==> src/rtl/nrcd_pkg.sv <==
// Shared types and constants for the nibble RLE column decoder.
`timescale 1ns / 1ps

package nrcd_pkg;

  localparam int DATA_W  = 8;
  localparam int COLOR_W = 8;
  localparam int FIELD_W = 6;
  localparam int PPC_W   = 6;
  localparam int CCNT_W  = 7;
  localparam int RUN_W   = 8;
  localparam int CMP_W   = 9;
  localparam int IDX_W   = 2;
  localparam int NIB_W   = 4;

  localparam logic [IDX_W-1:0] REG_PAIRS_PER_COLUMN = 2'd0;
  localparam logic [IDX_W-1:0] REG_COLUMN_COUNT     = 2'd1;
  localparam logic [IDX_W-1:0] REG_BASE_COLOR       = 2'd2;

  localparam logic [PPC_W-1:0]   PPC_RESET   = 6'd12;
  localparam logic [CCNT_W-1:0]  CCNT_RESET  = 7'd24;
  localparam logic [COLOR_W-1:0] COLOR_RESET = 8'd224;
  localparam logic [PPC_W-1:0]   PPC_MIN     = 6'd4;

  localparam logic [DATA_W-1:0] REPEAT_FLAG = 8'd128;
  localparam logic [CMP_W-1:0]  REPEAT_BASE = 9'd257;

  typedef enum logic [1:0] {
    MODE_CONTROL = 2'd0,
    MODE_LITERAL = 2'd1,
    MODE_REPEAT  = 2'd2
  } mode_t;

  typedef struct packed {
    logic take_byte;
    logic emit_seg;
  } ctl_cmd_t;

  typedef struct packed {
    logic run_start;
    logic out_free;
    logic seg_final;
  } ctl_stat_t;

endpackage

==> src/rtl/nrcd_ctrl.sv <==
// Controller state machine: byte intake and segment sequencing.
`timescale 1ns / 1ps

module nrcd_ctrl (
  input  logic              clk,
  input  logic              rst,
  input  logic              in_valid,
  output logic              in_ready,
  input  nrcd_pkg::ctl_stat_t stat,
  output nrcd_pkg::ctl_cmd_t  cmd
);
  import nrcd_pkg::*;

  typedef enum logic [1:0] {
    S_IDLE = 2'b01,
    S_EMIT = 2'b10
  } state_t;

  state_t state;
  state_t state_next;

  always_comb begin
    state_next    = state;
    in_ready      = 1'b0;
    cmd.take_byte = 1'b0;
    cmd.emit_seg  = 1'b0;
    case (state)
      S_IDLE: begin
        in_ready = 1'b1;
        if (in_valid) begin
          cmd.take_byte = 1'b1;
          if (stat.run_start) begin
            state_next = S_EMIT;
          end
        end
      end
      S_EMIT: begin
        if (stat.out_free) begin
          cmd.emit_seg = 1'b1;
          if (stat.seg_final) begin
            state_next = S_IDLE;
          end
        end
      end
      default: begin
        state_next = S_IDLE;
      end
    endcase
  end

  always_ff @(posedge clk) begin
    if (rst) begin
      state <= S_IDLE;
    end else begin
      state <= state_next;
    end
  end

endmodule

==> src/rtl/nrcd_datapath.sv <==
// Datapath: decode state, position counters, segment math and output register.
`timescale 1ns / 1ps

module nrcd_datapath #(
  parameter int MAX_COLUMNS = 64,
  parameter int MAX_PAIRS   = 32
) (
  input  logic                           clk,
  input  logic                           rst,
  input  logic                           cfg_wr_en,
  input  logic [nrcd_pkg::IDX_W-1:0]     cfg_index,
  input  logic [nrcd_pkg::DATA_W-1:0]    cfg_data,
  input  logic [nrcd_pkg::DATA_W-1:0]    data_byte,
  input  logic                           out_ready,
  input  nrcd_pkg::ctl_cmd_t             cmd,
  output nrcd_pkg::ctl_stat_t            stat,
  output logic                           out_valid,
  output logic [nrcd_pkg::FIELD_W-1:0]   column,
  output logic [nrcd_pkg::FIELD_W-1:0]   start_row,
  output logic [nrcd_pkg::FIELD_W-1:0]   pair_count,
  output logic [nrcd_pkg::COLOR_W-1:0]   upper_color,
  output logic [nrcd_pkg::COLOR_W-1:0]   lower_color,
  output logic                           last,
  output logic                           image_done
);
  import nrcd_pkg::*;

  localparam int PIW = $clog2(MAX_PAIRS);
  localparam int PW  = $clog2(MAX_PAIRS + 1);
  localparam int CIW = $clog2(MAX_COLUMNS);
  localparam int CW  = $clog2(MAX_COLUMNS + 1);

  logic [PPC_W-1:0]   pairs_per_column;
  logic [CCNT_W-1:0]  column_count;
  logic [COLOR_W-1:0] base_color;

  mode_t              mode;
  logic [RUN_W-1:0]   remaining_bytes;
  logic [RUN_W-1:0]   repeat_pending;
  logic [RUN_W-1:0]   run_left;
  logic [DATA_W-1:0]  pixel;
  logic [CIW-1:0]     cur_col;
  logic [PIW-1:0]     cur_pair;
  logic               finished;

  logic [PW-1:0]      eff_pairs;
  logic [CW-1:0]      eff_cols;
  logic [PW-1:0]      room;
  logic [PW-1:0]      seg_len;
  logic [PW:0]        pair_sum;
  logic               hit_bottom;
  logic               col_last;
  logic               seg_done;
  logic               run_end;
  logic [NIB_W-1:0]   up_nib;
  logic [NIB_W-1:0]   lo_nib;
  logic [COLOR_W-1:0] up_tint;
  logic [COLOR_W-1:0] lo_tint;

  always_comb begin
    if (pairs_per_column < PPC_MIN) begin
      eff_pairs = PW'(PPC_MIN);
    end else if (CMP_W'(pairs_per_column) > CMP_W'(MAX_PAIRS)) begin
      eff_pairs = PW'(MAX_PAIRS);
    end else begin
      eff_pairs = PW'(pairs_per_column);
    end

    if (column_count == '0) begin
      eff_cols = CW'(1);
    end else if (CMP_W'(column_count) > CMP_W'(MAX_COLUMNS)) begin
      eff_cols = CW'(MAX_COLUMNS);
    end else begin
      eff_cols = CW'(column_count);
    end

    if (PW'(cur_pair) < eff_pairs) begin
      room = eff_pairs - PW'(cur_pair);
    end else begin
      room = PW'(1);
    end

    if (CMP_W'(run_left) < CMP_W'(room)) begin
      seg_len = PW'(run_left);
    end else begin
      seg_len = room;
    end

    pair_sum   = {1'b0, PW'(cur_pair)} + {1'b0, seg_len};
    hit_bottom = pair_sum >= {1'b0, eff_pairs};
    col_last   = (CW'(cur_col) + CW'(1)) >= eff_cols;
    seg_done   = hit_bottom && col_last;
    run_end    = (CMP_W'(run_left) == CMP_W'(seg_len)) || seg_done;

    up_nib  = pixel[DATA_W-1:NIB_W];
    lo_nib  = pixel[NIB_W-1:0];
    up_tint = (up_nib != '0) ? (COLOR_W'(up_nib) | base_color) : '0;
    lo_tint = (lo_nib != '0) ? (COLOR_W'(lo_nib) | base_color) : '0;
  end

  assign stat.run_start = !finished && ((mode == MODE_LITERAL) || (mode == MODE_REPEAT));
  assign stat.out_free  = !out_valid || out_ready;
  assign stat.seg_final = run_end;

  always_ff @(posedge clk) begin
    if (rst) begin
      pairs_per_column <= PPC_RESET;
      column_count     <= CCNT_RESET;
      base_color       <= COLOR_RESET;
    end else if (cfg_wr_en) begin
      case (cfg_index)
        REG_PAIRS_PER_COLUMN: pairs_per_column <= cfg_data[PPC_W-1:0];
        REG_COLUMN_COUNT:     column_count     <= cfg_data[CCNT_W-1:0];
        REG_BASE_COLOR:       base_color       <= cfg_data;
        default: begin
        end
      endcase
    end
  end

  always_ff @(posedge clk) begin
    if (rst) begin
      mode            <= MODE_CONTROL;
      remaining_bytes <= '0;
      repeat_pending  <= '0;
      cur_col         <= '0;
      cur_pair        <= '0;
      finished        <= 1'b0;
      run_left        <= '0;
    end else if (cmd.take_byte && !finished) begin
      case (mode)
        MODE_LITERAL: begin
          run_left        <= RUN_W'(1);
          remaining_bytes <= remaining_bytes - RUN_W'(1);
          if (remaining_bytes <= RUN_W'(1)) begin
            mode <= MODE_CONTROL;
          end
        end
        MODE_REPEAT: begin
          run_left       <= repeat_pending;
          repeat_pending <= '0;
          mode           <= MODE_CONTROL;
        end
        default: begin
          if (data_byte < REPEAT_FLAG) begin
            remaining_bytes <= data_byte + RUN_W'(1);
            mode            <= MODE_LITERAL;
          end else begin
            repeat_pending <= RUN_W'(REPEAT_BASE - CMP_W'(data_byte));
            mode           <= MODE_REPEAT;
          end
        end
      endcase
    end else if (cmd.emit_seg) begin
      run_left <= run_left - RUN_W'(seg_len);
      if (hit_bottom) begin
        cur_pair <= '0;
        if (col_last) begin
          finished        <= 1'b1;
          mode            <= MODE_CONTROL;
          remaining_bytes <= '0;
          repeat_pending  <= '0;
        end else begin
          cur_col <= cur_col + CIW'(1);
        end
      end else begin
        cur_pair <= PIW'(pair_sum);
      end
    end
  end

  always_ff @(posedge clk) begin
    if (cmd.take_byte) begin
      pixel <= data_byte;
    end
  end

  always_ff @(posedge clk) begin
    if (rst) begin
      out_valid <= 1'b0;
    end else if (cmd.emit_seg) begin
      out_valid <= 1'b1;
    end else if (out_ready) begin
      out_valid <= 1'b0;
    end
  end

  always_ff @(posedge clk) begin
    if (cmd.emit_seg) begin
      column      <= FIELD_W'(cur_col);
      start_row   <= FIELD_W'({cur_pair, 1'b0});
      pair_count  <= FIELD_W'(seg_len);
      upper_color <= up_tint;
      lower_color <= lo_tint;
      last        <= run_end;
      image_done  <= seg_done;
    end
  end

endmodule

==> src/rtl/nibble_rle_column_decoder.sv <==
// Top level of the nibble RLE column decoder.
//
// Input channel: one stream byte per beat on data_byte (in_valid/in_ready).
// Control bytes open a literal run (code below 128, 1 to 128 pixel bytes) or
// a repeat run (code 128 and up, one pixel byte repeated 2 to 129 times).
// Output channel: one column segment per beat (out_valid/out_ready) with
// column, start_row, pair_count, two tinted colors, last and image_done.
// Configuration: cfg_wr_en/cfg_index/cfg_data write pairs_per_column (0),
// column_count (1) and base_color (2); write only while the block is idle.
// Sequencing: a control byte is taken and yields nothing; a pixel byte is
// taken and then split into column segments, which go out through the
// segment register one at a time. A literal byte yields one segment; a repeat
// byte yields one segment per column it spans, from the single generator.
// Once the last column completes, further bytes are accepted and dropped
// until reset. If the receiver stalls, the segment register holds and the
// generator waits; no input is taken while a run is still being split.
// Reset restores the register defaults (12, 24, 224) and the decode state.
`timescale 1ns / 1ps

module nibble_rle_column_decoder #(
  parameter int MAX_COLUMNS = 64,
  parameter int MAX_PAIRS   = 32
) (
  input  logic                          clk,
  input  logic                          rst,
  input  logic                          cfg_wr_en,
  input  logic [nrcd_pkg::IDX_W-1:0]    cfg_index,
  input  logic [nrcd_pkg::DATA_W-1:0]   cfg_data,
  input  logic                          in_valid,
  output logic                          in_ready,
  input  logic [nrcd_pkg::DATA_W-1:0]   data_byte,
  output logic                          out_valid,
  input  logic                          out_ready,
  output logic [nrcd_pkg::FIELD_W-1:0]  column,
  output logic [nrcd_pkg::FIELD_W-1:0]  start_row,
  output logic [nrcd_pkg::FIELD_W-1:0]  pair_count,
  output logic [nrcd_pkg::COLOR_W-1:0]  upper_color,
  output logic [nrcd_pkg::COLOR_W-1:0]  lower_color,
  output logic                          last,
  output logic                          image_done
);
  import nrcd_pkg::*;

  ctl_cmd_t  cmd;
  ctl_stat_t stat;

  nrcd_ctrl u_ctrl (
    .clk      (clk),
    .rst      (rst),
    .in_valid (in_valid),
    .in_ready (in_ready),
    .stat     (stat),
    .cmd      (cmd)
  );

  nrcd_datapath #(
    .MAX_COLUMNS (MAX_COLUMNS),
    .MAX_PAIRS   (MAX_PAIRS)
  ) u_datapath (
    .clk         (clk),
    .rst         (rst),
    .cfg_wr_en   (cfg_wr_en),
    .cfg_index   (cfg_index),
    .cfg_data    (cfg_data),
    .data_byte   (data_byte),
    .out_ready   (out_ready),
    .cmd         (cmd),
    .stat        (stat),
    .out_valid   (out_valid),
    .column      (column),
    .start_row   (start_row),
    .pair_count  (pair_count),
    .upper_color (upper_color),
    .lower_color (lower_color),
    .last        (last),
    .image_done  (image_done)
  );

endmodule

==> config.mk <==
export PLATFORM = sky130hd
export DESIGN_NAME = nibble_rle_column_decoder
export DESIGN_NICKNAME = d
export VERILOG_FILES = /design/src/rtl/nrcd_pkg.sv /design/src/rtl/nrcd_ctrl.sv /design/src/rtl/nrcd_datapath.sv /design/src/rtl/nibble_rle_column_decoder.sv
export SDC_FILE = /design/constraint.sdc
export NUM_CORES = 1
export LEC_CHECK = 0
export BUFFER_PORTS_ARGS = -buffer_cell sky130_fd_sc_hd__buf_2
export CAP_MARGIN = 25
export CORE_UTILIZATION = 50
export DETAILED_ROUTE_END_ITERATION = 6
export PLACE_DENSITY = 0.7
export SYNTH_ARGS = -nofsm -noshare
export SYNTH_HDL_FRONTEND = slang
export SYNTH_SLANG_ARGS = --single-unit
==> constraint.sdc <==
create_clock -name clk -period 12.5 [get_ports clk]
set_input_delay 0.625 -clock clk [delete_from_list [all_inputs] [get_ports clk]]
set_output_delay 0.625 -clock clk [all_outputs]
set_load 0.05 [all_outputs]
==> results.sh, run 1 <==
export IMPL_outcome="complete, no violations"
export IMPL_vias=4637
export IMPL_yosysTopAreaCell="edfxtp_1"
export IMPL_min_period_over_period=0.539
export IMPL_p_leak_nw=2.75
export IMPL_cts_sinks=105
export IMPL_cts_repair_resized=0
export IMPL_start_kind="register"
export IMPL_postLayoutCellArea_mm2=0.00652
export IMPL_cp_max_fo=13
export IMPL_netlist_area_leader_share=0.223
export IMPL_synth_fp_nets=692
export IMPL_ant_nets=0
export IMPL_report_final_slew_viol_count=0
export IMPL_powerDensity_mw_per_mm2=206
export IMPL_grt_use_total=0.244
export IMPL_clock_latency_ps=350
export IMPL_yosys_warnings=0
export IMPL_num_io_pins=61
export IMPL_worst_ep_arrival_time_ps=7030
export IMPL_synthesis_area_mm2=0.00579
export IMPL_placementRows=38
export IMPL_hold_class="register to register"
export IMPL_cts_tree="yes"
export IMPL_rsz0062_at_grt="no"
export IMPL_routedLengthMet1_um=6130
export IMPL_rrSetupSlack_ps=5770
export IMPL_wl_per_cell_um=16.3
export IMPL_drive_gt1_frac=0.137
export IMPL_dp_hpwl_um=9980
export IMPL_setup_viol=0
export IMPL_post_synth_top_count_cell="nor2_1"
export IMPL_ys_ff_latch=105
export IMPL_postSynthAreaPerCell_um2=9.30
export IMPL_grt_max_degree=49
export IMPL_met2_length_um=6560
export IMPL_drt_total_wl_um=13400
export IMPL_highest_layer="met4"
export IMPL_cap_viol_max_count=0
export IMPL_max_stage_delay_ps=690
export IMPL_synthTopCellsByArea="edfxtp_1 (22%), dfxtp_1 (21%), ha_1 (9.3%)"
export IMPL_endpoint_kind="register"
export IMPL_cts_buffers=9
export IMPL_firstDrtPassIters=4
export IMPL_hold_end="u_datapath.repeat_pending[5]"
export IMPL_worst_r2r_endpoint="u_datapath.repeat_pending[4]"
export IMPL_port_buffers=59
export IMPL_cts_htree_levels=3
export IMPL_route_met3_wl_um=410
export IMPL_core_mm2=0.0111
export IMPL_synth_edf_count=43
export IMPL_async_flop_share=0
export IMPL_holdCritStartpoint="u_datapath.repeat_pending[5]"
export IMPL_placed_cell_area_mm2=0.00621
export IMPL_cts_hold_repair_buffers=0
export IMPL_synthTopCellsByCount="nor2_1 (76), dfxtp_1 (62), a21oi_1 (49)"
export IMPL_ys_dominant_reg_cell="dfxtp_1"
export IMPL_die_height_um=110
export IMPL_finalSetupTns_ps=0
export IMPL_drt_iter0_markers=359
export IMPL_clkTransAtPathRegs_ps=70
export IMPL_critPathKind="register to register"
export IMPL_critPathSlowestCell="a211oi_2"
export IMPL_dieArea_mm2=0.0120
export IMPL_fin_ws_ps=5770
export IMPL_start_util=0.523
export IMPL_regToRegStartpoint="u_datapath.pairs_per_column[4]"
export IMPL_gp_congestion=0.977
export IMPL_route_detailed_drc=0
export IMPL_antenna_found_initial=0
export IMPL_place_inst=804
export IMPL_skew_ps=7.67
export IMPL_pre_cts_ws_ps=5830
export IMPL_crit_family="compound AO/OA/AOI/OAI gates"
export IMPL_post_cts_buffers=0
export IMPL_post_route_min_period_ps=6730
export IMPL_root_buffer="clkbuf_16"
export IMPL_synth_distinct_cells=58
export IMPL_viasPerCell=5.65
export IMPL_critPathRequiredTime_ps=12790
export IMPL_ys_seq_area_frac=0.437
export IMPL_netlist_instances=623
export IMPL_grt_pass1_wl_um=22400
export IMPL_max_slew_margin_rel=0.408
export IMPL_fmax_mhz=149
export IMPL_cts_buffer_depth=2
export IMPL_stdcell_count=821
export IMPL_ir_drop_mv=0.114
export IMPL_first_global_vias=4535
export IMPL_tightestPinTransition_ps=885
export IMPL_path_buf_inv=1
export IMPL_syn_to_final_growth_pct=12.6
export IMPL_cpMostUsedCell="ha_1"
export IMPL_n_fill_cell=965
export IMPL_die_x_um=110
export IMPL_hold_depth=1
export IMPL_hold_violations=0
export IMPL_r2r_cells=28
export IMPL_diodes=0
export IMPL_nets=745
export IMPL_grt_overflow_total=0
==> stage by stage <==
step | hold slack [ps] | utilization | total power [mW]
6_report | 483 | 0.589 | 1.35
5_1_grt | 499 | 0.589 | 1.45
4_1_cts | 481 | 0.587 | 1.35
3_5_place_dp | 463 | 0.561 | 1.07
3_3_place_gp | 457 | 0.559 | 1.05
2_1_floorplan | 427 | - | 0.928
==> final cells by class <==
| cell class | count | area (µm²) | area share |
|---|---|---|---|
| Multi-Input combinational cell | 451 | 3000 | 0.460 |
| Sequential cell | 105 | 2530 | 0.388 |
| Timing Repair Buffer | 65 | 363 | 0.0557 |
| Clock buffer | 9 | 225 | 0.0345 |
| Tap cell | 140 | 175 | 0.0269 |
| Inverter | 44 | 165 | 0.0253 |
| Clock inverter | 7 | 60.1 | 0.00921 |
==> report_power, final <==
group	internal [mW]	total [mW]	switching [mW]
clock	0.139	0.275	0.136
combinational	0.249	0.641	0.392
sequential	0.399	0.430	0.0307
==> placed cells by master (no fill, tap or decap), drive strengths merged, types with 7 or more instances in the layout <==
cell    count
nor3       16
o21ai      23
nor2       76
edfxtp     43
ha         43
inv        48
clkbuf      9
nand3      24
a22o        7
xnor2      16
xor2       10
a21oi      49
nand2      45
a211o      11
or3         7
dfxtp      62
a211oi     10
mux2i      14
nor2b      18
buf        65
==> worst max path at each step <==
stage / from / end / slack [ps] / depth (start not counted)
floorplan: u_datapath.pairs_per_column[4] / u_datapath.cur_pair[2] / 6600 / 31
global placement: u_datapath.pairs_per_column[3] / u_datapath.repeat_pending[4] / 6100 / 28
detailed placement: u_datapath.pairs_per_column[4] / u_datapath.repeat_pending[4] / 5830 / 28
CTS: u_datapath.pairs_per_column[4] / u_datapath.repeat_pending[4] / 5770 / 28
global route: u_datapath.pairs_per_column[4] / u_datapath.repeat_pending[3] / 5080 / 28
finish: u_datapath.pairs_per_column[4] / u_datapath.repeat_pending[4] / 5770 / 28
==> per-layer routing <==
metal  vias up  GRT usage
li1       2335          -
met2        89      0.418
met3        20     0.0403
met4         0     0.0981
met1      2193      0.306
met5         -          0
==> state kept, by name, summed over array words and instances, names as in the netlist <==
name,flops
u_datapath.cur_pair,5
u_datapath.mode,2
u_datapath.pair_count,6
u_datapath.image_done,1
u_datapath.repeat_pending,8
u_datapath.run_left,8
u_datapath.last,1
u_datapath.upper_color,8
u_datapath.out_valid,1
u_datapath.column,6
u_datapath.base_color,8
u_datapath.remaining_bytes,8
u_datapath.column_count,7
u_datapath.start_row,5
u_datapath.pairs_per_column,6
u_datapath.finished,1
u_datapath.lower_color,8
u_ctrl.state,2
u_datapath.cur_col,6
u_datapath.pixel,8
==> worst reg2reg max path: cells and delay by family (launching register included) <==
kind	cells	cell delay (ps)
flops	1	380
compound gates	13	3780
buf+inv	1	90
simple gates	8	900
fa+ha+maj	5	1400
xor+xnor	1	140
==> cells by family after synthesis <==
family	count (synthesis)	share of synthesized area
adder cells (fa/ha/maj)	46	0.103
AND/OR/NAND/NOR	224	0.186
flip-flops	105	0.437
multiplexers	15	0.0261
buffers and inverters	67	0.0449
other	1	0.000647
XOR/XNOR	26	0.0393
AO/OA/AOI/OAI	139	0.162
No activity file was read; power rests on OpenSTA's default activity.
==> run 2, diff against run 1 <==
--- a/config.mk
+++ b/config.mk
@@ -9,7 +9,7 @@
 export CAP_MARGIN = 25
 export CORE_UTILIZATION = 50
 export DETAILED_ROUTE_END_ITERATION = 6
-export PLACE_DENSITY = 0.7
+export PLACE_DENSITY = 0.72
 export SYNTH_ARGS = -nofsm -noshare
 export SYNTH_HDL_FRONTEND = slang
 export SYNTH_SLANG_ARGS = --single-unit
==> constraint.sdc (replaced) <==
create_clock -name clk -period 5.7 [get_ports clk]
set_input_delay 0.285 -clock clk [delete_from_list [all_inputs] [get_ports clk]]
set_output_delay 0.285 -clock clk [all_outputs]
set_load 0.05 [all_outputs]
==> results.sh, run 2 (synthesis gave the netlist of run 1 again) <==
export IMPL_hold_violations=0
export IMPL_layout_common_cells="nor2_1 (72), buf_2 (60), dfxtp_1 (60), buf_4 (45), a21oi_1 (44)"
export IMPL_wl_per_cell_um=16.6
export IMPL_clkTransAtPathRegs_ps=70
export IMPL_viasPerCell=5.70
export IMPL_port_buffers=59
export IMPL_root_buffer="clkbuf_16"
export IMPL_endpoint_kind="register"
export IMPL_num_io_pins=61
export IMPL_p_seq_frac=0.271
export IMPL_vias=4935
export IMPL_drt_total_wl_um=14400
export IMPL_skew_ps=7.29
export IMPL_dp_hpwl_um=9930
export IMPL_cap_viol_max_count=0
export IMPL_hold_class="input port to register"
export IMPL_diodes=0
export IMPL_clock_latency_ps=360
export IMPL_tightestPinTransition_ps=852
export IMPL_mostFrequentLayoutCell="nor2_1"
export IMPL_cts_tree="yes"
export IMPL_drt_iter0_markers=282
export IMPL_gp_congestion=0.926
export IMPL_max_slew_margin_rel=0.430
export IMPL_switchingPower_mw=1.41
export IMPL_violations="setup timing"
export IMPL_cts_htree_levels=3
export IMPL_antenna_found_initial=0
export IMPL_grt_pass1_wl_um=22600
export IMPL_grt_overflow_total=0
export IMPL_stdcell_count=866
export IMPL_power_share_clock=0.183
export IMPL_post_route_min_period_ps=5830
export IMPL_nets=790
export IMPL_pwr_share_comb=0.546
export IMPL_firstDrtPassIters=5
export IMPL_p_leak_nw=3.02
export IMPL_critPathKind="register to register"
export IMPL_placementRows=38
export IMPL_die_x_um=110
export IMPL_finalSetupTns_ps=-1690
export IMPL_cts_buffer_depth=2
export IMPL_critPathRequiredTime_ps=5810
export IMPL_setup_viol=27
export IMPL_grt_use_total=0.248
export IMPL_cts_hold_repair_buffers=0
export IMPL_rsz0062_at_grt="yes"
export IMPL_whs_ps=172
export IMPL_powerDensity_mw_per_mm2=492
export IMPL_switching_share=0.401
export IMPL_grt_max_degree=60
export IMPL_intPower_mw=2.10
export IMPL_ant_nets=0
export IMPL_worst_ep_arrival_time_ps=5940
export IMPL_report_final_slew_viol_count=0
export IMPL_fin_ws_ps=-126
export IMPL_start_kind="register"
export IMPL_fmax_mhz=172
export IMPL_cts_buffers=9
export IMPL_die_height_um=110
export IMPL_cp_max_fo=4
export IMPL_drive_gt1_frac=0.242
export IMPL_first_global_vias=4712
export IMPL_min_period_over_period=1.02
export IMPL_critPathSlowestCell="or3_1"
export IMPL_syn_to_final_growth_pct=23.0
export IMPL_route_detailed_drc=0
export IMPL_dieArea_mm2=0.0120
export IMPL_max_stage_delay_ps=370
export IMPL_place_inst=831
export IMPL_start_util=0.523
export IMPL_ir_drop_mv=0.593
export IMPL_core_mm2=0.0111
export IMPL_post_route_util=0.643
export IMPL_cts_sinks=105
export IMPL_outcome="finished with violations"
==> run 2: cell count changes in the layout (fill, tap and decap cells not counted), sizes merged <==
cell	previous run	this run
inv	48	45
clkinv	1	0
clkbuf	9	15
buf	65	109
clkinvlp	2	1
==> run 2: worst max-delay path: cells and delay by family (launching register included) <==
| family | cells | cell delay [ps] |
|---|---|---|
| compound gates | 9 | 1700 |
| xor+xnor | 1 | 160 |
| fa+ha+maj | 5 | 1390 |
| buf+inv | 3 | 360 |
| flops | 1 | 360 |
| simple gates | 12 | 1600 |
==> run 2: worst paths after layout <==
kind	startpoint	to	slack [ps]	cells after the start
setup reg to reg	u_datapath.pairs_per_column[3]	u_datapath.last	-130	30
setup / recovery	u_datapath.pairs_per_column[3]	u_datapath.last	-130	30
hold / removal	cfg_data[5]	u_datapath.pairs_per_column[5]	170	3
hold reg to reg	u_datapath.base_color[7]	u_datapath.base_color[7]	480	1
==> run 2: timing repair <==
| action | 4_1_cts | 5_1_grt |
|---|---|---|
| gates cloned | 0 | 2 |
| buffers inserted | 12 | 4 |
| gates resized for setup | 23 | 26 |
| pin swaps | 12 | 21 |
| endpoints found under the setup margin | 34 | 34 |
==> run 2: stage by stage <==
step	area, µm²	worst slack, ps	power, mW
after CTS	6890	5.07	3.25
after global placement	6410	-196	2.46
after floorplan	5800	8.91	2.05
after detailed placement	6420	-379	2.52
final	7120	-126	3.51
after global routing	7120	-402	3.71
==> run 2: power by group through the flow <==
| stage | logic [mW] | clock network (mW) | registers (mW) |
|---|---|---|---|
| after floorplan | 1.10 | 0 | 0.949 |
| after CTS | 1.66 | 0.655 | 0.942 |
| after detailed placement | 1.56 | 0 | 0.958 |
| after global placement | 1.51 | 0 | 0.956 |
| final | 1.91 | 0.642 | 0.950 |
| after global routing | 2.06 | 0.684 | 0.960 |
==> run 2: area by class of cell <==
type | instances | area (µm²)
Sequential cell | 105 | 2530
Multi-Input combinational cell | 451 | 3210
Timing Repair Buffer | 110 | 729
Fill cell | 904 | 3950
Tap cell | 140 | 175
Inverter | 44 | 165
Clock inverter | 2 | 16.3
Clock buffer | 14 | 297
==> run 2: layer usage <==
layer,vias up,track usage,wire length [µm]
met5,-,0,0
met4,0,0.133,631
met3,38,0.0569,598
met2,131,0.427,7050
met1,2352,0.285,6090
li1,2414,-,-
==> run 3, diff against run 2 <==
--- a/config.mk
+++ b/config.mk
@@ -7,9 +7,9 @@
 export LEC_CHECK = 0
 export BUFFER_PORTS_ARGS = -buffer_cell sky130_fd_sc_hd__buf_2
 export CAP_MARGIN = 25
-export CORE_UTILIZATION = 50
+export CORE_UTILIZATION = 54
 export DETAILED_ROUTE_END_ITERATION = 6
-export PLACE_DENSITY = 0.72
+export PLACE_DENSITY = 0.77
 export SYNTH_ARGS = -nofsm -noshare
 export SYNTH_HDL_FRONTEND = slang
 export SYNTH_SLANG_ARGS = --single-unit
==> results.sh, run 3 (synthesis gave the netlist of run 1 again) <==
export IMPL_cp_max_fo=6
export IMPL_cts_htree_levels=3
export IMPL_critPathKind="register to register"
export IMPL_p_seq_frac=0.288
export IMPL_post_route_min_period_ps=5930
export IMPL_mostFrequentLayoutCell="nor2_1"
export IMPL_nets=793
export IMPL_stdcell_count=865
export IMPL_drive_gt1_frac=0.280
export IMPL_cap_viol_max_count=0
export IMPL_drt_iter0_markers=343
export IMPL_drt_total_wl_um=15400
export IMPL_gp_congestion=0.914
export IMPL_grt_pass1_wl_um=23700
export IMPL_power_mw=3.32
export IMPL_grt_use_total=0.270
export IMPL_switchingPower_mw=1.42
export IMPL_vias=5147
export IMPL_cts_hold_repair_buffers=0
export IMPL_powerDensity_mw_per_mm2=468
export IMPL_hold_violations=0
export IMPL_tightestPinTransition_ps=1020
export IMPL_p_leak_nw=2.98
export IMPL_power_share_clock=0.137
export IMPL_start_kind="register"
export IMPL_root_buffer="clkbuf_8"
export IMPL_regToRegStartpoint="u_datapath.pairs_per_column[5]"
export IMPL_fin_ws_ps=-225
export IMPL_antenna_found_initial=0
export IMPL_clock_latency_ps=390
export IMPL_pwr_share_comb=0.575
export IMPL_firstDrtPassIters=5
export IMPL_report_final_slew_viol_count=0
export IMPL_place_inst=817
export IMPL_rsz0062_at_grt="yes"
export IMPL_port_buffers=59
export IMPL_grt_overflow_total=0
export IMPL_cts_sinks=105
export IMPL_core_mm2=0.0104
export IMPL_skew_ps=11.2
export IMPL_worst_ep_arrival_time_ps=6250
export IMPL_hold_class="input port to register"
export IMPL_critPathRequiredTime_ps=6030
export IMPL_wl_per_cell_um=17.8
export IMPL_whs_ps=172
export IMPL_syn_to_final_growth_pct=22.4
export IMPL_cts_buffers=9
export IMPL_critPathLaunch="u_datapath.pairs_per_column[5]"
export IMPL_diodes=0
export IMPL_min_period_over_period=1.04
export IMPL_max_stage_delay_ps=500
export IMPL_rrSetupSlack_ps=-230
export IMPL_grt_max_degree=60
export IMPL_r2r_cells=30
export IMPL_endpoint_kind="register"
export IMPL_route_detailed_drc=0
export IMPL_cts_tree="yes"
export IMPL_start_util=0.559
export IMPL_first_global_vias=5026
export IMPL_outcome="finished with violations"
export IMPL_intPower_mw=1.90
export IMPL_num_io_pins=61
export IMPL_fmax_mhz=169
export IMPL_die_height_um=106
export IMPL_die_x_um=106
export IMPL_clkTransAtPathRegs_ps=110
export IMPL_critPathSlowestCell="or4_1"
export IMPL_worst_r2r_endpoint="u_datapath.cur_col[4]"
export IMPL_max_slew_margin_rel=0.322
export IMPL_dp_hpwl_um=10100
export IMPL_ir_drop_mv=0.274
export IMPL_placementRows=37
export IMPL_setup_viol=30
export IMPL_critPathCapture="u_datapath.cur_col[4]"
export IMPL_viasPerCell=5.95
export IMPL_switching_share=0.427
export IMPL_finalSetupTns_ps=-4000
export IMPL_dieArea_mm2=0.0111
export IMPL_layout_common_cells="nor2_1 (72), buf_2 (63), dfxtp_1 (59), buf_4 (44)"
export IMPL_cts_buffer_depth=2
export IMPL_violations="setup timing"
export IMPL_ant_nets=0
-- run 3: cell count changes in the layout (fill, tap and decap cells not counted), moves of 4 or more --
cell | before | now
clkbuf_8 | 1 | 9
buf_6 | 1 | 5
a21oi_2 | 4 | 13
clkbuf_16 | 12 | 0
a21oi_1 | 44 | 36
-- run 3: routing by layer --
layer | GRT usage | vias up | wire, µm
met5 | 0 | - | 0
met4 | 0.122 | 0 | 480
met3 | 0.0470 | 42 | 948
met2 | 0.461 | 227 | 7520
met1 | 0.334 | 2465 | 6420
li1 | - | 2413 | -
-- run 3: final cells by class --
class                           instances  area [µm²]
Fill cell                             801        3280
Sequential cell                       105        2540
Clock buffer                            9         124
Timing Repair Buffer                  113         722
Clock inverter                          7        62.6
Multi-Input combinational cell        451        3310
Tap cell                              136         170
Inverter                               44         165
-- run 3: power by group through the flow --
| stage | sequential [mW] | combinational (mW) | clock [mW] |
|---|---|---|---|
| after floorplan | 0.949 | 1.10 | 0 |
| after global placement | 0.956 | 1.42 | 0 |
| after detailed placement | 0.960 | 1.49 | 0 |
| after CTS | 0.948 | 1.63 | 0.454 |
| after global routing | 0.966 | 2.06 | 0.486 |
| final | 0.956 | 1.91 | 0.456 |
-- run 3: metrics by stage --
step                      setup WS, ps  utilization  area, µm²
after floorplan                   8.91            -       5800
after global placement           -24.5        0.609       6320
after detailed placement          -290        0.610       6320
after CTS                        -25.5        0.653       6780
after global routing              -444        0.684       7090
final                             -225        0.684       7090
-- run 3: worst max-delay path: cells and delay by family (launching register included) --
family                     cells  cell delay [ps]
AOI/OAI and AO/OA             11             2020
xor gates and xnor gates       1              100
adders and majority gates      4             1040
buffers and inverters          5              800
DFF                            1              340
and+or+nand+nor                9             1530
-- run 3: timing repair --
item / in CTS / in global routing
pin swaps: 29 / 43
buffers inserted: 17 / 11
gates cloned: 1 / 3
resized for setup: 35 / 46
endpoints found under the setup margin: 34 / 34
-- run 3: how the worst min path moves through the flow --
| stage | from | endpoint | slack, ps | cells after the start |
|---|---|---|---|---|
| final | cfg_data[5] | u_datapath.pairs_per_column[5] | 170 | 3 |
| after global routing | cfg_data[5] | u_datapath.pairs_per_column[5] | 170 | 3 |
| after floorplan | data_byte[0] | u_datapath.repeat_pending[0] | 370 | 1 |
| after CTS | cfg_data[3] | u_datapath.pairs_per_column[3] | 170 | 2 |
| after detailed placement | u_datapath.base_color[6] | u_datapath.base_color[6] | 460 | 1 |
| after global placement | u_datapath.base_color[5] | u_datapath.base_color[5] | 450 | 1 |
